[config.mk]
export PLATFORM = sky130hd
export DESIGN_NAME = pulse_interval_bus_transceiver_flat
export DESIGN_NICKNAME = d
export VERILOG_FILES = /design/src/rtl/core/pibt_pkg.sv /design/src/rtl/core/pibt_req_if.sv /design/src/rtl/core/pibt_rsp_if.sv /design/src/rtl/core/pibt_front.sv /design/src/rtl/core/pibt_queue.sv /design/src/rtl/core/pibt_back.sv /design/src/rtl/core/pulse_interval_bus_transceiver.sv /design/src/flat_wrapper.sv
export SDC_FILE = /design/constraint.sdc
export NUM_CORES = 1
export LEC_CHECK = 0
export BUFFER_PORTS_ARGS = -buffer_cell sky130_fd_sc_hd__buf_2
export CAP_MARGIN = 20
export CELL_PAD_IN_SITES_DETAIL_PLACEMENT = 0
export CELL_PAD_IN_SITES_GLOBAL_PLACEMENT = 1
export CORE_AREA = 2 2 166 168
export CTS_BUF_LIST = sky130_fd_sc_hd__clkbuf_4 sky130_fd_sc_hd__clkbuf_8
export DETAILED_ROUTE_END_ITERATION = 10
export DIE_AREA = 0 0 168 170
export GPL_ROUTABILITY_DRIVEN = 0
export PLACE_DENSITY_LB_ADDON = 0.2
export SYNTH_ARGS = -nofsm -noshare
export SYNTH_HDL_FRONTEND = slang
export SYNTH_SLANG_ARGS = --single-unit
[constraint.sdc]
create_clock -name clock -period 4.5 [get_ports clock]
set_clock_uncertainty 0.2 [all_clocks]
set_input_delay 0.45 -clock clock [delete_from_list [all_inputs] [get_ports clock]]
set_output_delay 0.45 -clock clock [all_outputs]
set_load 0.1 [all_outputs]
[src/rtl/core/pibt_pkg.sv]
`timescale 1ns / 1ps

package pibt_pkg;

   // Field widths fixed by the line format.
   localparam int OPCODE_BITS    = 2;
   localparam int BYTE_BITS      = 8;
   localparam int CFG_BITS       = 16;
   localparam int MODE_BITS      = 3;
   localparam int COUNT_BITS     = 5;
   localparam int CSR_INDEX_BITS = 3;

   // Defaults for the top-level parameters.
   localparam int TIMER_BITS_DEFAULT  = 16;
   localparam int QUEUE_DEPTH_DEFAULT = 2;

   // Opcodes on the request channel.
   localparam logic [OPCODE_BITS-1:0] OP_TICK     = 2'd0;
   localparam logic [OPCODE_BITS-1:0] OP_PULSE    = 2'd1;
   localparam logic [OPCODE_BITS-1:0] OP_TRANSMIT = 2'd2;

   // Control register indexes.
   localparam logic [CSR_INDEX_BITS-1:0] CSR_BIT_HALF_PERIOD = 3'd0;
   localparam logic [CSR_INDEX_BITS-1:0] CSR_IGNORE_WINDOW   = 3'd1;
   localparam logic [CSR_INDEX_BITS-1:0] CSR_ZERO_THRESHOLD  = 3'd2;
   localparam logic [CSR_INDEX_BITS-1:0] CSR_BYTE_TIMEOUT    = 3'd3;
   localparam logic [CSR_INDEX_BITS-1:0] CSR_FRAME_TIMEOUT   = 3'd4;
   localparam logic [CSR_INDEX_BITS-1:0] CSR_IDLE_TIMEOUT    = 3'd5;

   // Control register reset values.
   localparam logic [CFG_BITS-1:0] RST_BIT_HALF_PERIOD = 16'd500;
   localparam logic [CFG_BITS-1:0] RST_IGNORE_WINDOW   = 16'd250;
   localparam logic [CFG_BITS-1:0] RST_ZERO_THRESHOLD  = 16'd750;
   localparam logic [CFG_BITS-1:0] RST_BYTE_TIMEOUT    = 16'd1500;
   localparam logic [CFG_BITS-1:0] RST_FRAME_TIMEOUT   = 16'd3000;
   localparam logic [CFG_BITS-1:0] RST_IDLE_TIMEOUT    = 16'd5000;

   // A good byte is one start clock pulse plus eight bit slots of two pulses.
   localparam logic [COUNT_BITS-1:0] RX_FULL_COUNT = 5'd17;

   typedef enum logic [1:0] {
      EV_TICK,
      EV_PULSE,
      EV_TRANSMIT,
      EV_NOP
   } event_kind_type;

   typedef enum logic [MODE_BITS-1:0] {
      MODE_IDLE       = 3'd0,
      MODE_IGNORE     = 3'd1,
      MODE_SAMPLE     = 3'd2,
      MODE_BYTE_DONE  = 3'd3,
      MODE_FRAME_DONE = 3'd4,
      MODE_SENDING    = 3'd5
   } mode_type;

   typedef struct packed {
      event_kind_type       kind;
      logic [BYTE_BITS-1:0] tx_byte;
   } event_type;

   typedef struct packed {
      logic                 drive_pulse;
      logic                 tx_accepted;
      logic                 rx_valid;
      logic [BYTE_BITS-1:0] rx_value;
      logic                 rx_bad_count;
      mode_type             link_mode;
   } result_type;

endpackage

[src/rtl/core/pibt_req_if.sv]
`timescale 1ns / 1ps

interface pibt_req_if;
   logic                               valid;
   logic                               ready;
   logic [pibt_pkg::OPCODE_BITS-1:0]   opcode;
   logic [pibt_pkg::BYTE_BITS-1:0]     tx_byte;

   modport source (output valid, output opcode, output tx_byte, input ready);
   modport sink (input valid, input opcode, input tx_byte, output ready);
endinterface

[src/rtl/core/pibt_rsp_if.sv]
`timescale 1ns / 1ps

interface pibt_rsp_if;
   logic                             valid;
   logic                             ready;
   logic                             drive_pulse;
   logic                             tx_accepted;
   logic                             rx_valid;
   logic [pibt_pkg::BYTE_BITS-1:0]   rx_value;
   logic                             rx_bad_count;
   logic [pibt_pkg::MODE_BITS-1:0]   link_mode;

   modport source (output valid, output drive_pulse, output tx_accepted, output rx_valid,
                   output rx_value, output rx_bad_count, output link_mode, input ready);
   modport sink (input valid, input drive_pulse, input tx_accepted, input rx_valid,
                 input rx_value, input rx_bad_count, input link_mode, output ready);
endinterface

[src/rtl/core/pibt_front.sv]
`timescale 1ns / 1ps

module pibt_front (
   input  logic                             clock,
   input  logic                             reset,
   input  logic                             req_valid,
   output logic                             req_ready,
   input  logic [pibt_pkg::OPCODE_BITS-1:0] req_opcode,
   input  logic [pibt_pkg::BYTE_BITS-1:0]   req_tx_byte,
   output logic                             push,
   output pibt_pkg::event_type              push_event,
   input  logic                             queue_full
);
   import pibt_pkg::*;

   logic      front_valid_ff;
   logic      front_valid_in;
   event_type front_event_ff;
   event_type front_event_in;
   logic      accept;

   // The stage frees up whenever its item moves into the queue.
   assign push      = front_valid_ff && !queue_full;
   assign req_ready = !front_valid_ff || !queue_full;
   assign accept    = req_valid && req_ready;

   // Opcode decode into an event kind.
   always_comb begin
      front_event_in.tx_byte = req_tx_byte;
      unique case (req_opcode)
         OP_TICK:     front_event_in.kind = EV_TICK;
         OP_PULSE:    front_event_in.kind = EV_PULSE;
         OP_TRANSMIT: front_event_in.kind = EV_TRANSMIT;
         default:     front_event_in.kind = EV_NOP;
      endcase
   end

   always_comb begin
      front_valid_in = front_valid_ff;
      if (accept) begin
         front_valid_in = 1'b1;
      end else if (push) begin
         front_valid_in = 1'b0;
      end
   end

   always_ff @(posedge clock) begin
      if (reset) begin
         front_valid_ff <= 1'b0;
      end else begin
         front_valid_ff <= front_valid_in;
      end
   end

   always_ff @(posedge clock) begin
      if (accept) begin
         front_event_ff <= front_event_in;
      end
   end

   assign push_event = front_event_ff;

endmodule

[src/rtl/core/pibt_queue.sv]
`timescale 1ns / 1ps

module pibt_queue #(
   parameter int DEPTH = pibt_pkg::QUEUE_DEPTH_DEFAULT
) (
   input  logic                clock,
   input  logic                reset,
   input  logic                push,
   input  pibt_pkg::event_type push_event,
   output logic                full,
   input  logic                pop,
   output logic                pop_valid,
   output pibt_pkg::event_type pop_event
);
   import pibt_pkg::*;

   localparam int PTR_BITS   = (DEPTH > 1) ? $clog2(DEPTH) : 1;
   localparam int COUNT_BITS_Q = $clog2(DEPTH + 1);
   localparam logic [PTR_BITS-1:0] LAST_PTR = PTR_BITS'(DEPTH - 1);

   event_type                 entries_ff [DEPTH];
   logic [PTR_BITS-1:0]       wr_ptr_ff;
   logic [PTR_BITS-1:0]       wr_ptr_in;
   logic [PTR_BITS-1:0]       rd_ptr_ff;
   logic [PTR_BITS-1:0]       rd_ptr_in;
   logic [COUNT_BITS_Q-1:0]   count_ff;
   logic [COUNT_BITS_Q-1:0]   count_in;
   logic                      do_push;
   logic                      do_pop;

   assign full      = (count_ff == COUNT_BITS_Q'(DEPTH));
   assign pop_valid = (count_ff != '0);
   assign pop_event = entries_ff[rd_ptr_ff];
   assign do_push   = push && !full;
   assign do_pop    = pop && pop_valid;

   // Pointer and occupancy update.
   always_comb begin
      wr_ptr_in = wr_ptr_ff;
      rd_ptr_in = rd_ptr_ff;
      count_in  = count_ff;
      if (do_push) begin
         wr_ptr_in = (wr_ptr_ff == LAST_PTR) ? '0 : wr_ptr_ff + PTR_BITS'(1);
      end
      if (do_pop) begin
         rd_ptr_in = (rd_ptr_ff == LAST_PTR) ? '0 : rd_ptr_ff + PTR_BITS'(1);
      end
      if (do_push && !do_pop) begin
         count_in = count_ff + COUNT_BITS_Q'(1);
      end else if (do_pop && !do_push) begin
         count_in = count_ff - COUNT_BITS_Q'(1);
      end
   end

   always_ff @(posedge clock) begin
      if (reset) begin
         wr_ptr_ff <= '0;
         rd_ptr_ff <= '0;
         count_ff  <= '0;
      end else begin
         wr_ptr_ff <= wr_ptr_in;
         rd_ptr_ff <= rd_ptr_in;
         count_ff  <= count_in;
      end
   end

   always_ff @(posedge clock) begin
      if (do_push) begin
         entries_ff[wr_ptr_ff] <= push_event;
      end
   end

endmodule

[src/rtl/core/pibt_back.sv]
`timescale 1ns / 1ps

module pibt_back #(
   parameter int TIMER_BITS = pibt_pkg::TIMER_BITS_DEFAULT
) (
   input  logic                                clock,
   input  logic                                reset,
   input  logic                                ev_valid,
   input  pibt_pkg::event_type                 ev,
   output logic                                ev_pop,
   input  logic                                csr_we,
   input  logic [pibt_pkg::CSR_INDEX_BITS-1:0] csr_index,
   input  logic [pibt_pkg::CFG_BITS-1:0]       csr_wdata,
   output logic                                rsp_valid,
   input  logic                                rsp_ready,
   output pibt_pkg::result_type                rsp_data
);
   import pibt_pkg::*;

   localparam int CMP_BITS = (TIMER_BITS > CFG_BITS) ? TIMER_BITS : CFG_BITS;

   // Control registers.
   logic [CFG_BITS-1:0] bit_half_period_ff;
   logic [CFG_BITS-1:0] ignore_window_ff;
   logic [CFG_BITS-1:0] zero_threshold_ff;
   logic [CFG_BITS-1:0] byte_timeout_ff;
   logic [CFG_BITS-1:0] frame_timeout_ff;
   logic [CFG_BITS-1:0] idle_timeout_ff;

   // Link state.
   mode_type              mode_ff;
   mode_type              mode_in;
   logic [COUNT_BITS-1:0] pulse_count_ff;
   logic [COUNT_BITS-1:0] pulse_count_in;
   logic [BYTE_BITS-1:0]  rx_shift_ff;
   logic [BYTE_BITS-1:0]  rx_shift_in;
   logic [BYTE_BITS-1:0]  tx_shift_ff;
   logic [BYTE_BITS-1:0]  tx_shift_in;
   logic [TIMER_BITS-1:0] elapsed_ff;
   logic [TIMER_BITS-1:0] elapsed_in;
   logic [TIMER_BITS-1:0] deadline_ff;
   logic [TIMER_BITS-1:0] deadline_in;

   // Output register.
   logic       rsp_valid_ff;
   result_type rsp_data_ff;
   result_type result_in;

   logic [TIMER_BITS-1:0] elapsed_inc;
   logic [TIMER_BITS-1:0] half_period_t;
   logic [TIMER_BITS-1:0] four_half_t;
   logic [TIMER_BITS-1:0] send_deadline;
   logic [COUNT_BITS-1:0] count_inc;
   logic [COUNT_BITS-1:0] count_inc2;
   logic                  fire;
   logic                  frame_end;
   logic                  gap_long;
   logic                  pulse_taken;
   logic                  out_free;

   // The output register takes a new result when empty or being drained.
   assign out_free  = !rsp_valid_ff || rsp_ready;
   assign ev_pop    = ev_valid && out_free;
   assign rsp_valid = rsp_valid_ff;
   assign rsp_data  = rsp_data_ff;

   // Shared timer arithmetic.
   assign elapsed_inc   = elapsed_ff + TIMER_BITS'(1);
   assign fire          = (mode_ff != MODE_IDLE) && (elapsed_inc == deadline_ff);
   assign half_period_t = TIMER_BITS'(bit_half_period_ff);
   // The last clock pulse moves the deadline by one slot and then three more.
   assign four_half_t   = TIMER_BITS'({bit_half_period_ff, 2'b00});
   assign count_inc     = pulse_count_ff + COUNT_BITS'(1);
   assign count_inc2    = pulse_count_ff + COUNT_BITS'(2);
   assign frame_end     = count_inc[0] && count_inc[4];
   assign send_deadline = deadline_ff + (frame_end ? four_half_t : half_period_t);
   assign gap_long      = CMP_BITS'(elapsed_ff) > CMP_BITS'(zero_threshold_ff);
   assign pulse_taken   = (mode_ff == MODE_IDLE) || (mode_ff == MODE_SAMPLE) ||
                          (mode_ff == MODE_BYTE_DONE) || (mode_ff == MODE_FRAME_DONE);

   // Next state of the link for the event at the head of the queue.
   always_comb begin
      mode_in        = mode_ff;
      pulse_count_in = pulse_count_ff;
      rx_shift_in    = rx_shift_ff;
      tx_shift_in    = tx_shift_ff;
      elapsed_in     = elapsed_ff;
      deadline_in    = deadline_ff;
      unique case (ev.kind)
         EV_TICK: begin
            elapsed_in = elapsed_inc;
            if (fire) begin
               unique case (mode_ff)
                  MODE_SENDING: begin
                     deadline_in = send_deadline;
                     if (frame_end) begin
                        mode_in        = MODE_FRAME_DONE;
                        pulse_count_in = '0;
                     end else begin
                        pulse_count_in = count_inc;
                     end
                     if (!count_inc[0]) begin
                        tx_shift_in = {tx_shift_ff[BYTE_BITS-2:0], 1'b0};
                     end
                  end
                  MODE_IGNORE: begin
                     mode_in     = MODE_SAMPLE;
                     deadline_in = TIMER_BITS'(byte_timeout_ff);
                  end
                  MODE_SAMPLE: begin
                     mode_in        = MODE_BYTE_DONE;
                     deadline_in    = TIMER_BITS'(frame_timeout_ff);
                     pulse_count_in = '0;
                  end
                  MODE_BYTE_DONE: begin
                     mode_in     = MODE_FRAME_DONE;
                     deadline_in = TIMER_BITS'(idle_timeout_ff);
                  end
                  MODE_FRAME_DONE: begin
                     mode_in = MODE_IDLE;
                  end
                  default: begin
                     mode_in = mode_ff;
                  end
               endcase
            end
         end
         EV_PULSE: begin
            if (pulse_taken) begin
               elapsed_in     = '0;
               pulse_count_in = count_inc;
               if (pulse_count_ff != '0) begin
                  // A long gap is a clock pulse with its data pulse missing.
                  if (gap_long) begin
                     pulse_count_in = count_inc2;
                     rx_shift_in    = {rx_shift_ff[BYTE_BITS-2:0], 1'b0};
                  end else if (!count_inc[0]) begin
                     rx_shift_in = {rx_shift_ff[BYTE_BITS-2:0], 1'b1};
                  end
               end
               mode_in     = MODE_IGNORE;
               deadline_in = TIMER_BITS'(ignore_window_ff);
            end
         end
         EV_TRANSMIT: begin
            if (mode_ff == MODE_IDLE) begin
               deadline_in    = elapsed_ff + half_period_t;
               pulse_count_in = COUNT_BITS'(1);
               mode_in        = MODE_SENDING;
               tx_shift_in    = ev.tx_byte;
            end
         end
         default: begin
            mode_in = mode_ff;
         end
      endcase
   end

   // Result fields for the same event.
   always_comb begin
      result_in                = '0;
      result_in.link_mode      = mode_in;
      unique case (ev.kind)
         EV_TICK: begin
            if (fire && (mode_ff == MODE_SENDING)) begin
               // Odd slots carry the clock pulse, even slots the data bit.
               result_in.drive_pulse = count_inc[0] ? 1'b1 : tx_shift_ff[BYTE_BITS-1];
            end else if (fire && (mode_ff == MODE_SAMPLE)) begin
               if (pulse_count_ff == RX_FULL_COUNT) begin
                  result_in.rx_valid = 1'b1;
                  result_in.rx_value = rx_shift_ff;
               end else begin
                  result_in.rx_bad_count = 1'b1;
               end
            end
         end
         EV_TRANSMIT: begin
            if (mode_ff == MODE_IDLE) begin
               result_in.drive_pulse = 1'b1;
               result_in.tx_accepted = 1'b1;
            end
         end
         default: begin
            result_in.drive_pulse = 1'b0;
         end
      endcase
   end

   // State registers advance once per popped event.
   always_ff @(posedge clock) begin
      if (reset) begin
         mode_ff        <= MODE_IDLE;
         pulse_count_ff <= '0;
         rx_shift_ff    <= '0;
         tx_shift_ff    <= '0;
         elapsed_ff     <= '0;
         deadline_ff    <= '0;
      end else if (ev_pop) begin
         mode_ff        <= mode_in;
         pulse_count_ff <= pulse_count_in;
         rx_shift_ff    <= rx_shift_in;
         tx_shift_ff    <= tx_shift_in;
         elapsed_ff     <= elapsed_in;
         deadline_ff    <= deadline_in;
      end
   end

   // Control register writes; unknown indexes are dropped.
   always_ff @(posedge clock) begin
      if (reset) begin
         bit_half_period_ff <= RST_BIT_HALF_PERIOD;
         ignore_window_ff   <= RST_IGNORE_WINDOW;
         zero_threshold_ff  <= RST_ZERO_THRESHOLD;
         byte_timeout_ff    <= RST_BYTE_TIMEOUT;
         frame_timeout_ff   <= RST_FRAME_TIMEOUT;
         idle_timeout_ff    <= RST_IDLE_TIMEOUT;
      end else if (csr_we) begin
         unique case (csr_index)
            CSR_BIT_HALF_PERIOD: bit_half_period_ff <= csr_wdata;
            CSR_IGNORE_WINDOW:   ignore_window_ff   <= csr_wdata;
            CSR_ZERO_THRESHOLD:  zero_threshold_ff  <= csr_wdata;
            CSR_BYTE_TIMEOUT:    byte_timeout_ff    <= csr_wdata;
            CSR_FRAME_TIMEOUT:   frame_timeout_ff   <= csr_wdata;
            CSR_IDLE_TIMEOUT:    idle_timeout_ff    <= csr_wdata;
            default:             bit_half_period_ff <= bit_half_period_ff;
         endcase
      end
   end

   // Output register.
   always_ff @(posedge clock) begin
      if (reset) begin
         rsp_valid_ff <= 1'b0;
      end else if (out_free) begin
         rsp_valid_ff <= ev_valid;
      end
   end

   always_ff @(posedge clock) begin
      if (ev_pop) begin
         rsp_data_ff <= result_in;
      end
   end

endmodule

[src/rtl/core/pulse_interval_bus_transceiver.sv]
`timescale 1ns / 1ps

// Pulse-interval single-wire transceiver, stepped by events.
// req_bus carries one event per transfer: a timer tick, a line pulse seen,
// or a transmit request with its byte. rsp_bus returns exactly one result
// per event, in order: whether to drive a pulse now, transmit acceptance,
// a received byte or a count error at the byte timeout, and the link mode.
// csr_we/csr_index/csr_wdata write the six timing registers; write them
// only while no event is in flight.
// A result passes through the input stage, the event queue and the output
// register before it is presented. Throughput: one event per cycle while
// rsp_bus does not stall, as the back end computes each event's next link
// state and result combinationally and registers them when it pops the event.
// When rsp_bus stalls, the output register holds its result, the queue
// fills, and req_bus.ready drops once the input stage cannot drain; no
// event is lost. Reset is synchronous: the link returns to idle, counters
// and shift registers clear, timing registers take their defaults, and
// the queue and output register empty.
module pulse_interval_bus_transceiver #(
   parameter int TIMER_BITS  = pibt_pkg::TIMER_BITS_DEFAULT,
   parameter int QUEUE_DEPTH = pibt_pkg::QUEUE_DEPTH_DEFAULT
) (
   input  logic                                clock,
   input  logic                                reset,
   pibt_req_if.sink                            req_bus,
   pibt_rsp_if.source                          rsp_bus,
   input  logic                                csr_we,
   input  logic [pibt_pkg::CSR_INDEX_BITS-1:0] csr_index,
   input  logic [pibt_pkg::CFG_BITS-1:0]       csr_wdata
);
   import pibt_pkg::*;

   logic       push;
   event_type  push_event;
   logic       queue_full;
   logic       pop;
   logic       pop_valid;
   event_type  pop_event;
   logic       rsp_valid;
   result_type rsp_data;

   // Front end: accept and decode events.
   pibt_front u_front (
      .clock       (clock),
      .reset       (reset),
      .req_valid   (req_bus.valid),
      .req_ready   (req_bus.ready),
      .req_opcode  (req_bus.opcode),
      .req_tx_byte (req_bus.tx_byte),
      .push        (push),
      .push_event  (push_event),
      .queue_full  (queue_full)
   );

   // Event queue between the two halves.
   pibt_queue #(
      .DEPTH (QUEUE_DEPTH)
   ) u_queue (
      .clock      (clock),
      .reset      (reset),
      .push       (push),
      .push_event (push_event),
      .full       (queue_full),
      .pop        (pop),
      .pop_valid  (pop_valid),
      .pop_event  (pop_event)
   );

   // Back end: link state machine, timer and output register.
   pibt_back #(
      .TIMER_BITS (TIMER_BITS)
   ) u_back (
      .clock     (clock),
      .reset     (reset),
      .ev_valid  (pop_valid),
      .ev        (pop_event),
      .ev_pop    (pop),
      .csr_we    (csr_we),
      .csr_index (csr_index),
      .csr_wdata (csr_wdata),
      .rsp_valid (rsp_valid),
      .rsp_ready (rsp_bus.ready),
      .rsp_data  (rsp_data)
   );

   assign rsp_bus.valid        = rsp_valid;
   assign rsp_bus.drive_pulse  = rsp_data.drive_pulse;
   assign rsp_bus.tx_accepted  = rsp_data.tx_accepted;
   assign rsp_bus.rx_valid     = rsp_data.rx_valid;
   assign rsp_bus.rx_value     = rsp_data.rx_value;
   assign rsp_bus.rx_bad_count = rsp_data.rx_bad_count;
   assign rsp_bus.link_mode    = rsp_data.link_mode;

`ifndef SYNTH
   // An accepted transmit always starts with a clock pulse and enters sending.
   a_tx_starts: assert property (@(posedge clock) disable iff (reset)
      (rsp_bus.valid && rsp_bus.tx_accepted) |->
         (rsp_bus.drive_pulse && (rsp_bus.link_mode == MODE_SENDING)))
      else $error("accepted transmit without start pulse or sending mode");

   // A byte verdict is exclusive and only occurs on entering byte done.
   a_rx_verdict: assert property (@(posedge clock) disable iff (reset)
      (rsp_bus.valid && (rsp_bus.rx_valid || rsp_bus.rx_bad_count)) |->
         (!(rsp_bus.rx_valid && rsp_bus.rx_bad_count) &&
          (rsp_bus.link_mode == MODE_BYTE_DONE)))
      else $error("receive verdict inconsistent with link mode");

   // Nothing is presented in the cycle after reset.
   a_reset_empty: assert property (@(posedge clock)
      $past(reset) |-> !rsp_bus.valid)
      else $error("result presented right after reset");
`endif

endmodule

[src/flat_wrapper.sv]
// flat-port wrapper written by rule: the top's interface ports become plain ports
module pulse_interval_bus_transceiver_flat import pibt_pkg::*;
#(
   parameter int TIMER_BITS  = pibt_pkg::TIMER_BITS_DEFAULT,
   parameter int QUEUE_DEPTH = pibt_pkg::QUEUE_DEPTH_DEFAULT
)
  (clock, reset, csr_we, csr_index, csr_wdata, req_bus_valid, req_bus_opcode, req_bus_tx_byte, req_bus_ready, rsp_bus_valid, rsp_bus_drive_pulse, rsp_bus_tx_accepted, rsp_bus_rx_valid, rsp_bus_rx_value, rsp_bus_rx_bad_count, rsp_bus_link_mode, rsp_bus_ready);
  pibt_req_if req_bus_i ();
  pibt_rsp_if rsp_bus_i ();
  input  logic clock;
  input  logic reset;
  input  logic csr_we;
  input  logic [pibt_pkg::CSR_INDEX_BITS-1:0] csr_index;
  input  logic [pibt_pkg::CFG_BITS-1:0] csr_wdata;
  input wire logic [$bits(req_bus_i.valid)-1:0] req_bus_valid;
  input wire logic [$bits(req_bus_i.opcode)-1:0] req_bus_opcode;
  input wire logic [$bits(req_bus_i.tx_byte)-1:0] req_bus_tx_byte;
  output wire logic [$bits(req_bus_i.ready)-1:0] req_bus_ready;
  output wire logic [$bits(rsp_bus_i.valid)-1:0] rsp_bus_valid;
  output wire logic [$bits(rsp_bus_i.drive_pulse)-1:0] rsp_bus_drive_pulse;
  output wire logic [$bits(rsp_bus_i.tx_accepted)-1:0] rsp_bus_tx_accepted;
  output wire logic [$bits(rsp_bus_i.rx_valid)-1:0] rsp_bus_rx_valid;
  output wire logic [$bits(rsp_bus_i.rx_value)-1:0] rsp_bus_rx_value;
  output wire logic [$bits(rsp_bus_i.rx_bad_count)-1:0] rsp_bus_rx_bad_count;
  output wire logic [$bits(rsp_bus_i.link_mode)-1:0] rsp_bus_link_mode;
  input wire logic [$bits(rsp_bus_i.ready)-1:0] rsp_bus_ready;
  assign req_bus_i.valid = req_bus_valid;
  assign req_bus_i.opcode = req_bus_opcode;
  assign req_bus_i.tx_byte = req_bus_tx_byte;
  assign req_bus_ready = req_bus_i.ready;
  assign rsp_bus_valid = rsp_bus_i.valid;
  assign rsp_bus_drive_pulse = rsp_bus_i.drive_pulse;
  assign rsp_bus_tx_accepted = rsp_bus_i.tx_accepted;
  assign rsp_bus_rx_valid = rsp_bus_i.rx_valid;
  assign rsp_bus_rx_value = rsp_bus_i.rx_value;
  assign rsp_bus_rx_bad_count = rsp_bus_i.rx_bad_count;
  assign rsp_bus_link_mode = rsp_bus_i.link_mode;
  assign rsp_bus_i.ready = rsp_bus_ready;
  pulse_interval_bus_transceiver #(.TIMER_BITS(TIMER_BITS), .QUEUE_DEPTH(QUEUE_DEPTH)) u_core (.clock(clock), .reset(reset), .req_bus(req_bus_i), .rsp_bus(rsp_bus_i), .csr_we(csr_we), .csr_index(csr_index), .csr_wdata(csr_wdata));
endmodule
Yosys cells after proc, flatten, opt, wreduce, memory -nomap -nowiden:

Memory sizes are Yosys's and may differ from the RTL's. A register that Yosys moved wholly into a read port is not among the register bits.
Index checks and enable logic that the tools add are counted.

* $lt $le $gt $ge: 1
* reductions and logical operators: 46
* muxes and demuxes: 46
* bitwise gates (word level): 3
* add/subtract/negate cells: 9
* eq/ne operators: 25

Operators with widths (count)
* two-way mux 16 bit: 5
* one-hot mux 16 bit (4 select lines): 1
* two-way mux 8 bit: 6
* one-hot mux 16 bit (3 select lines): 1
* adder 16 bit: 2
* one-hot mux 16 bit (2 select lines): 1
* two-way mux 5 bit: 6
* AND reduction 6 bit: 3
* adder 16 x 1 -> 16 bit, second input constant: 1
* equality test 16 bit: 1
* > comparator 16 bit: 1
* one-hot mux 8 bit (2 select lines): 1
* one-hot mux 3 bit (5 select lines): 1
* one-hot mux 5 bit (3 select lines): 1
* equality test 3 x 2 -> 1 bit, second input constant: 4
* equality test 3 bit, second input constant: 4
* two-way mux 3 bit: 4
* AND reduction 2 bit: 6
* logical AND 1 bit: 11
* two-way mux 1 bit: 11
* inequality test 2 bit, second input constant: 5
* one-hot mux 5 bit (2 select lines): 1
* nonzero test 2 bit: 5
* two-way mux 9 bit: 1
* other kinds (27): 47

* input port bits: 34
* logic and storage cells: 156
* flip-flop bits (word level): 183
* memories: 1
* memory bits (writable): 20
* output and inout bits: 17

Memory list
* u_core.u_queue.entries_ff: depth 2, bits a word 10, read ports 1, clocked after memory_dff 1, write ports 1, line pibt_queue.sv:21 `event_type entries_ff [DEPTH];`

Depth between registers and ports, before layout:

Gate-level depths: netlist of the first run.

* word-level depth: 8
* mapped depth: 17
* gate-level depth less buffers: 15

By module:

Synthesis of the first run repeated with hierarchy kept, for this count alone.

* cells, all modules: 1334
* area, all modules: 11412.2 um^2

Modules (own cells, without submodules)
* pibt_back: cells each 1260, instances 1, area an instance 10118.5 um^2, sequential area each 3513.4 um^2
* pibt_queue: cells each 56, instances 1, area an instance 938.4 um^2, sequential area each 700.7 um^2
* pibt_front: cells each 18, instances 1, area an instance 355.3 um^2, sequential area each 320.3 um^2

Least setup slack after synthesis of the first run:

Ideal clock, no wire load.

* kind: register -> register
* start: register u_core.u_back.pulse_count_ff[0]
* end: register u_core.u_back.deadline_ff[14]
* data arrival time: 4.030 ns
* path slack: 0.147 ns
* stages on the path, launching flop included: 18
* library setup time: 0.123 ns
* data required time: 4.177 ns
* path through: dfxtp_1 -> ha_1 -> nand3_1 -> xor2_1 -> or2_2 -> clkbuf_1 -> buf_1 -> and2_1 -> ha_1 -> fa_1 -> a211oi_1 -> o211ai_1 -> a41o_1 -> a41o_1 -> or4_1 -> a31oi_1 -> or3_1 -> a31oi_1

* longest elaborated chain between the ends: 7

RTL lines
* start, declared: line pibt_back.sv:33 `logic [COUNT_BITS-1:0] pulse_count_ff;`
* start signal, assigned: line pibt_back.sv:200 `pulse_count_ff <= pulse_count_in;`
* adder 5 x 1 -> 5 bit: line pibt_back.sv:73 `assign count_inc = pulse_count_ff + COUNT_BITS'(1);`
* logical AND 1 bit: line pibt_back.sv:75 `assign frame_end = count_inc[0] && count_inc[4];`
* two-way mux 16 bit: line pibt_back.sv:76 `assign send_deadline = deadline_ff + (frame_end ? four_half_t : half_period_t);`
* adder 16 bit: line pibt_back.sv:76
* one-hot mux 16 bit (4 select lines): line pibt_back.sv:93 `unique case (mode_ff)`
* two-way mux 16 bit: line pibt_back.sv:92 `if (fire) begin`
* one-hot mux 16 bit (3 select lines): line pibt_back.sv:89 `unique case (ev.kind)`
* end signal, assigned: line pibt_back.sv:204 `deadline_ff <= deadline_in;`
* end, declared: line pibt_back.sv:41 `logic [TIMER_BITS-1:0] deadline_ff;`

No other way between the ends. The select of a mux whose other input is x is not followed.
A chain may end at the register's enable or synchronous reset.

Worst setup path after layout of the first run:

* start: register u_core.u_back.pulse_count_ff[1]
* end: register u_core.u_back.deadline_ff[14]

The elaborated chain is that of the path after synthesis.

==> impl_summary.md, run 1 <==
Logic synthesis
After synthesis, the share of flip-flops with an asynchronous set or reset is 0%. The netlist uses 75 different library cells. When the netlist entered floorplanning its net count stood at approximately 1500. In the synthesized netlist the dominant register cell turns out to be sky130_fd_sc_hd__dfxtp_1. The summed instance area of the synthesized netlist is 0.0116 mm^2. Yosys mapped a number of flops with a built-in enable equal to 45. For this run, the number of Yosys warnings is 0. Synthesis inferred 204 register bits. Dividing the synthesized area by the synthesized cell count gives 8.30 um^2. The sequential area share after synthesis is 39.0%. The post-synthesis instance total is 1400.

Cells and area
Of the cells placed in the final design, the portion with a size suffix greater than 1 is 12.4%. The commonest non-fill, non-tap cell in the layout is sky130_fd_sc_hd__nand2_1. For this run, the post-layout net count is ~1500. The area growth from synthesis to layout is 13.2%. The top cell types in the final layout, fill and taps aside, are 251 x sky130_fd_sc_hd__nand2_1, 157 x sky130_fd_sc_hd__dfxtp_1, 136 x sky130_fd_sc_hd__a21oi_1. The count of non-filler cells in the finished layout is 1810.

The number of inserted diodes is 0.

Worst setup path
The worst setup path is launched from a register. By startpoint and endpoint, the worst setup path is classified as reg -> reg. The worst-case reg-to-reg path depth is 15. The required arrival time at the worst endpoint is 4.73 ns. Data arrives at the worst endpoint at ~4.5 ns. In this run the critical register-to-register path is captured at u_core.u_back.deadline_ff[14]. The worst-path maximum fanout is 7. STA classifies the critical path endpoint as a register. The reg2reg setup slack is approximately 0.22 ns.

In this run the critical register-to-register path is launched from u_core.u_back.pulse_count_ff[1].

Hold path
The worst hold path startpoint is csr_wdata[2]. The cell depth of the worst hold path is 3. The path class of the tightest hold or removal check is in -> reg. The worst hold path endpoint is u_core.u_back.frame_timeout_ff[2].

Clock tree
In this run the number of H-tree levels came out at 2. The cell sitting at the root of the clock tree is a sky130_fd_sc_hd__clkbuf_8. TritonCTS created 38 clock buffers. The maximum buffer depth of the clock tree is 3. For the worst-skew pair, the clock arrives at the later sink with an insertion delay of 0.56 ns.

The number of setup buffers added after CTS is 0. The tree built by TritonCTS fans out to 204 sinks. TritonCTS built the clock tree. Clock-pin slew was measured on the worst setup and hold paths at 0.06 ns.

STA
For the final routed database, the setup TNS stands at 0 ns. Setup repair after global routing left no endpoint under its margin. The final max-slew violation count was 0.

Of the available clock period, the critical path in the final layout requires 95.1%. Final hold analysis gives a worst-case slack of 0.0394 ns. The worst max-slew margin expressed relative to the limit is a little under two fifths. For the pin with the worst max-slew slack, the measured transition is approximately 0.94 ns. Timing would allow up to 0.234 GHz. The final critical-path required period is 4.28 ns. The total count of hold-check failures in the final report is 0.

The final-report setup violation count is 0.

Place
The number of placed instances, taps included, is 1720. The placed wire-length estimate is 23.1 mm. The count of input and output buffers is 50.

Power and ir drop
The total power divided by cell area is approximately 530 mW/mm^2. Total power for the finished layout comes to 7.02 mW. The leakage component of the power is between 5 and 6 nW. VDD sags by at most 297 uV.

Global route
The number of global-route vias before repair came to 9660. The global router's overall resource usage is 23.6%. Entering global routing, the biggest net connects 63 pins. The global-route congestion overflow total is 0. The first global-routing pass estimated 53.3 mm of wire. The initial antenna violation count is 0.

Route
Dividing the detail-routed via count by the number of cells gives approximately 5.6. The first routing iteration left 658 violations. The routed wire length per instance is around 18 um.

Summed over all layers, the routed wires come to 33.3 mm. The count of TritonRoute iterations in the first routing pass is 5. The remaining antenna violation count is 0. The DRC violations left is 0. The final route contains 10200 vias.

Floorplanning
The initial cell density of the core is between 40% and 50%. The floorplan step defined a die boundary enclosing 0.0286 mm^2. Row generation in the floorplan step produced 60 rows. Pin placement for this block handled 51 I/O pins.

The floorplan step defined a core boundary enclosing 0.0267 mm^2. The die width is 168 um. The die height is 170 um.

Run
The count of max-cap constraint violations is 0.

Status
The run finished with clean final reports.
timing repair:
item                                    in CTS  in global routing
resized for setup                            0                  3
hold buffers                                23                  0
endpoints found under the hold margin       72                  0
endpoints found under the setup margin       0                  2
worst max path at each step:
stage | start | to | slack [ns] | depth (start not counted)
after floorplan | u_core.u_back.pulse_count_ff[0] | u_core.u_back.deadline_ff[14] | 0.15 | 17
after global placement | u_core.u_back.pulse_count_ff[1] | u_core.u_back.deadline_ff[12] | 0.20 | 15
after detailed placement | u_core.u_back.pulse_count_ff[1] | u_core.u_back.deadline_ff[14] | 0.14 | 15
after CTS | u_core.u_back.pulse_count_ff[1] | u_core.u_back.deadline_ff[14] | 0.14 | 15
after global routing | u_core.u_back.pulse_count_ff[1] | u_core.u_back.deadline_ff[14] | 0.06 | 15
final | u_core.u_back.pulse_count_ff[1] | u_core.u_back.deadline_ff[14] | 0.22 | 15
state kept, by name (all words and copies together), names as in the netlist, named ones only:
| register | count |
|---|---|
| u_core.u_queue.wr_ptr_ff | 1 |
| u_core.u_back.rx_shift_ff | 8 |
| u_core.u_back.rsp_data | 15 |
| u_core.u_front.front_valid_ff | 1 |
| u_core.u_back.ignore_window_ff | 16 |
| u_core.u_back.frame_timeout_ff | 16 |
| u_core.u_back.zero_threshold_ff | 16 |
| u_core.u_queue.entries_ff | 20 |
| u_core.u_queue.count_ff | 2 |
| u_core.u_back.rsp_valid | 1 |
| u_core.u_back.elapsed_ff | 16 |
| u_core.u_back.byte_timeout_ff | 16 |
| u_core.u_back.tx_shift_ff | 8 |
| u_core.u_back.pulse_count_ff | 5 |
| u_core.u_back.deadline_ff | 16 |
| u_core.u_back.idle_timeout_ff | 16 |
| u_core.u_queue.rd_ptr_ff | 1 |
| u_core.u_back.bit_half_period_ff | 16 |
| u_core.u_front.push_event | 10 |
| u_core.u_back.mode_ff | 3 |
critical path: stages (launching register included):
cell	delay [ns]
sky130_fd_sc_hd__dfxtp_2	0.36
sky130_fd_sc_hd__ha_1	0.18
sky130_fd_sc_hd__nand3_1	0.11
sky130_fd_sc_hd__xor2_1	0.20
sky130_fd_sc_hd__or2_2	0.39
sky130_fd_sc_hd__and2_1	0.19
sky130_fd_sc_hd__ha_1	0.24
sky130_fd_sc_hd__fa_1	0.47
sky130_fd_sc_hd__a211oi_2	0.28
sky130_fd_sc_hd__o211ai_1	0.17
sky130_fd_sc_hd__a41o_1	0.30
sky130_fd_sc_hd__a41o_1	0.28
sky130_fd_sc_hd__or4_1	0.42
sky130_fd_sc_hd__a31oi_1	0.18
sky130_fd_sc_hd__or3_1	0.12
sky130_fd_sc_hd__a31oi_1	0.07
cells in the mapped netlist, drive strengths merged, types with 4 or more instances:
master	instances	area share [%]
xnor2	23	1.7
a221oi	13	0.98
inv	38	1.2
nor2	92	3.0
nand2b	11	0.59
o21bai	4	0.26
a2111oi	5	0.39
nand2	251	8.1
clkbuf	73	2.4
and3	15	0.81
and2	19	1.0
nor4	4	0.40
a311oi	7	0.53
o221ai	4	0.30
a21oi	136	5.9
mux2	19	1.8
nand3	62	2.9
a22oi	17	1.1
or4	4	0.26
o21a	5	0.32
o21ai	61	2.6
a211oi	15	0.97
ha	58	6.2
nor2b	11	0.59
xor2	21	1.6
nand4	10	0.77
o31ai	4	0.26
a31oi	18	0.97
a211o	9	0.68
edfxtp	45	12
or3	18	0.97
buf	18	1.0
nand3b	4	0.26
nor3	30	1.3
o22ai	4	0.22
o211ai	16	1.0
mux2i	32	2.8
dfxtp	159	27
a21o	19	1.2
or2	10	0.54
metal layers:
| layer | GRT usage, % | routed length, um |
|---|---|---|
| met2 | 36.5 | 14400 |
| met5 | 0 | 0 |
| met1 | 34.0 | 16400 |
| met3 | 3.67 | 1810 |
| met4 | 6.69 | 735 |
final cells by class:
class                           instances  area [um^2]
Sequential cell                       204         4540
Clock inverter                          6         83.8
Tap cell                              341          427
Clock buffer                           61          771
Inverter                               39          146
Fill cell                            2609        13500
Multi-Input combinational cell       1066         6560
Timing Repair Buffer                   93          633
power breakdown:
part / switching [mW] / leakage, nW / internal (mW)
Sequential: 0.194 / 1.72 / 2.10
Combinational: 1.82 / 3.10 / 0.911
Clock: 0.833 / 0.452 / 1.16
Total: 2.85 / 5.27 / 4.17
kinds of logic (layout without fill, tap and decap cells):
family / count (synthesis) / count (layout) / share of synthesized area, %
AO/OA/AOI/OAI: 362 / 362 / 19.8
XOR/XNOR: 44 / 44 / 3.32
adder cells (fa/ha/maj): 61 / 61 / 6.67
buffers and inverters: 130 / 199 / 4.63
flip-flops: 204 / 204 / 39.0
multiplexers: 51 / 51 / 4.60
AND/OR/NAND/NOR: 548 / 548 / 22.0
per-stage QoR:
stage / setup WS, ns / area (um^2) / utilization, %
detailed placement: 0.136 / 12100 / 45.3
global placement: 0.202 / 12100 / 45.3
floorplan: 0.147 / 11600 / -
global route: 0.0610 / 13200 / 49.4
finish: 0.222 / 13200 / 49.4
CTS: 0.143 / 13200 / 49.4
Note: power is estimated with default switching activity, not from simulation.
==> run 2: changes to the inputs <==
--- a/config.mk
+++ b/config.mk
@@ -9,10 +9,10 @@
 export CAP_MARGIN = 20
 export CELL_PAD_IN_SITES_DETAIL_PLACEMENT = 0
 export CELL_PAD_IN_SITES_GLOBAL_PLACEMENT = 1
-export CORE_AREA = 2 2 166 168
+export CORE_AREA = 2 2 159 161
 export CTS_BUF_LIST = sky130_fd_sc_hd__clkbuf_4 sky130_fd_sc_hd__clkbuf_8
 export DETAILED_ROUTE_END_ITERATION = 10
-export DIE_AREA = 0 0 168 170
+export DIE_AREA = 0 0 161 163
 export GPL_ROUTABILITY_DRIVEN = 0
 export PLACE_DENSITY_LB_ADDON = 0.2
 export SYNTH_ARGS = -nofsm -noshare
==> constraint.sdc (replaced) <==
create_clock -name clock -period 4.6 [get_ports clock]
set_clock_uncertainty 0.2 [all_clocks]
set_input_delay 0.46 -clock clock [delete_from_list [all_inputs] [get_ports clock]]
set_output_delay 0.46 -clock clock [all_outputs]
set_load 0.1 [all_outputs]
==> run 2 against run 1 <==
  * Non-clock buffer count fell by 7
  * Global-route usage rose by 1.2 points
  * Total power fell by 4.2%
  * Largest cell class unchanged
  * Largest power group unchanged
==> impl_summary.md, run 2 (same netlist as run 1, synthesis figures left out) <==
STA
Subtracting the final worst setup slack from the clock period gives 4.27 ns. For this run, the top clock speed supported by timing is 0.234 GHz. The total count of hold-check failures in the final report came to 0. In this run the tightest slew margin relative to its limit is between 20% and 30%.

The final-report setup violation count is 0. After layout, the worst path uses between 90% and 100% of the clock period. Setup repair after global routing left no endpoint under its margin.

For the pin with the worst max-slew slack, the measured transition is ~1.1 ns. The final max-slew violation count is 0. After routing, the total negative slack on setup checks comes to 0 ns.

Worst setup path
Counting both buffers and inverters, the worst setup path holds a total of 0. The reg2reg setup slack is between 0.3 and 0.4 ns. Walking the worst path, the cells encountered are ha_1 > nand3_1 > xor2_1 > or2_2 > and2_1 > ha_1 > fa_1 > a211oi_2 > o211ai_1 > a41o_1 > a41o_1 > or4_1 > a31oi_1 > or3_1 > a31oi_1. The critical path crosses 15 cells after its start point.

The launch point of the worst reg-to-reg path is u_core.u_back.pulse_count_ff[1]. The kind of cell with the highest combined delay on the critical path is compound AO/OA/AOI/OAI gates. In this run the worst setup path begins at u_core.u_back.pulse_count_ff[1]. The worst register-to-register path ends at u_core.u_back.deadline_ff[14].

On the critical path, the stage with the largest delay is an instance of sky130_fd_sc_hd__fa_1. The worst-path maximum fanout is 8. STA classifies the critical path endpoint as a register. The critical path in this run is classified as reg -> reg. The critical path startpoint category is a register. At the worst endpoint, the required time is 4.83 ns. The data arrival at the endpoint of the critical path is ~4.5 ns. The delay of the slowest critical-path stage is 0.46 ns. Following the worst setup path forward leads to its endpoint at u_core.u_back.deadline_ff[14]. The worst-case reg-to-reg path depth is 15.

Floorplanning
For this configuration, the core starts out at a cell density of 47.1%. The number of I/O pins is 51. The core box area is 0.0247 mm^2.

The total die area is 0.0262 mm^2. The die is approximately 160 um wide. The floorplan has 58 rows. The die height is around 160 um.

Clock tree
The clock root buffer is sky130_fd_sc_hd__clkbuf_8. The register clock-pin slew on the reported worst setup and hold paths is 0.06 ns. The post-CTS setup repair buffer count is 0.

TritonCTS built the clock tree. The clock passes through at most 3 buffers. The clock drives 204 sinks. The H-tree generated during clock tree synthesis spans 2 levels. The clock latency of the later-clocked register in the worst-skew pair is 0.55 ns.

The number of buffers inserted during clock tree synthesis is 38.

Route
Once detail routing completed, the nets flagged for antenna violations numbered 0. The total routed wirelength is 32.3 mm. Dividing the detail-routed wire length by the instance count gives approximately 18 um. The pre-antenna-repair detailed-routing pass consisted of 5 iterations. For this block, the initial DRC count from the detailed router was 696. The via count normalized by instance count is 5.67. In the routed design, unresolved DRC markers number 0. Across all layers, the routed design uses 10200 vias.

Cells and area
The top cell types in the final layout, fill and taps aside, are 251 x sky130_fd_sc_hd__nand2_1, 158 x sky130_fd_sc_hd__dfxtp_1, 136 x sky130_fd_sc_hd__a21oi_1. Ranked by flip-flop count, first place goes to u_core.u_queue.entries_ff. The repair_antennas step left the layout with diodes totalling 0. The total number of nets in the final design is 1529. The register with the most flip-flops in the layout has 20 of them.

The layout filler cell count is 2434. The post-synthesis to final-layout area growth is 11.9%. The post-route netlist has 12.3% of its cells at a drive strength greater than 1. In the final layout, the multi-input gates occupy 0.00657 mm^2.

The footprint of the flip-flops and latches is about 0.0045 mm^2. The commonest non-fill, non-tap cell in the layout is sky130_fd_sc_hd__nand2_1.

Power and ir drop
Summed over all nets, the switching power comes to ~2.8 mW. The internal power consumption is 3.97 mW. In this run the static leakage power is 5.21 nW.

The worst-case IR drop observed on VDD is 316 uV. Net switching is 41.0% of the power. The total power divided by cell area is slightly above 500 mW/mm^2. The combinational cell fraction of total power is just under 40%.

In this run, the clock network consumes 27.0% of the power. The part of the total power dissipated in sequential elements is around 33%. The completed layout was analyzed and its total power is around 6.7 mW.

Hold path
The path class of the tightest hold or removal check is in -> reg. In this run the most critical hold path is launched from csr_wdata[8].

Status
The flow ran to the end, and the final reports show no timing, DRC or antenna violations.

Place
Port buffering added 50 buffers. Once detailed placement completed, the half-perimeter wirelength came to roughly 23 mm.

Global route
After global routing the overflow that remains totals 0. The number of global-route vias before repair is 9401. The initial antenna violation count came to 1. Entering global routing, the biggest net connects 68 pins. The first global-routing pass estimated 51.8 mm of wire.

In the global route stage, overall resource usage came out at 24.8%.

Run
Across the run, the number of max-cap violations was 0.
## run 2: per-stage QoR
| stage | hold WS (ns) | util, % | setup WS, ns | std cells | instance area [um^2] |
|---|---|---|---|---|---|
| floorplan | 0.221 | - | 0.247 | 1400 | 11600 |
| global placement | 0.222 | 48.9 | 0.299 | 1709 | 12100 |
| detailed placement | 0.233 | 48.9 | 0.217 | 1709 | 12100 |
| CTS | 0.00266 | 52.7 | 0.178 | 1795 | 13000 |
| global route | 0.0221 | 52.7 | 0.102 | 1795 | 13000 |
| finish | 0.0335 | 52.7 | 0.330 | 1795 | 13000 |
## run 2: power by group through the flow
stage	registers, mW	logic (mW)	clock network [mW]
floorplan	2.57	1.67	0
global placement	2.27	2.60	0
detailed placement	2.28	2.60	0
CTS	2.24	2.63	1.86
global route	2.27	2.92	1.95
finish	2.24	2.66	1.82
## run 2: layout make-up
class,instances,share of cell area (%)
clock buffers,55,5.24
clock inverters,15,0.808
inverters,39,1.12
well taps,330,3.17
repair buffers,86,4.33
multi-input cells,1066,50.5
flip-flops and latches,204,34.9
## run 2: repair_timing
| item | in CTS | in global routing |
|---|---|---|
| endpoints found under the setup margin | 0 | 1 |
| gates resized for setup | 0 | 3 |
| endpoints found under the hold margin | 30 | 0 |
| hold buffers | 16 | 0 |
## run 2: worst min path at each step
stage	end	slack (ns)	cells after the start
2_1_floorplan	u_core.u_queue.entries_ff[0][0]	0.22	0
3_3_place_gp	u_core.u_queue.entries_ff[1][3]	0.22	0
3_5_place_dp	u_core.u_queue.entries_ff[1][8]	0.23	0
4_1_cts	u_core.u_back.ignore_window_ff[13]	0.003	3
5_1_grt	u_core.u_back.bit_half_period_ff[13]	0.02	3
6_report	u_core.u_back.zero_threshold_ff[8]	0.03	3
## run 2: layer usage
layer,vias to the layer above,part of all wire (%),track usage [%]
li1,5087,-,-
met1,4781,48,36.0
met2,272,44,38.6
met3,33,6.4,4.35
met4,0,1.5,5.32
met5,-,0,0
## run 2: worst min-delay path, delay by kind of cell
family / cells / cell delay, ns
buffers and inverters: 1 / 0.15
AO/OA/AOI/OAI: 1 / 0.05
AND/OR/NAND/NOR: 1 / 0.07
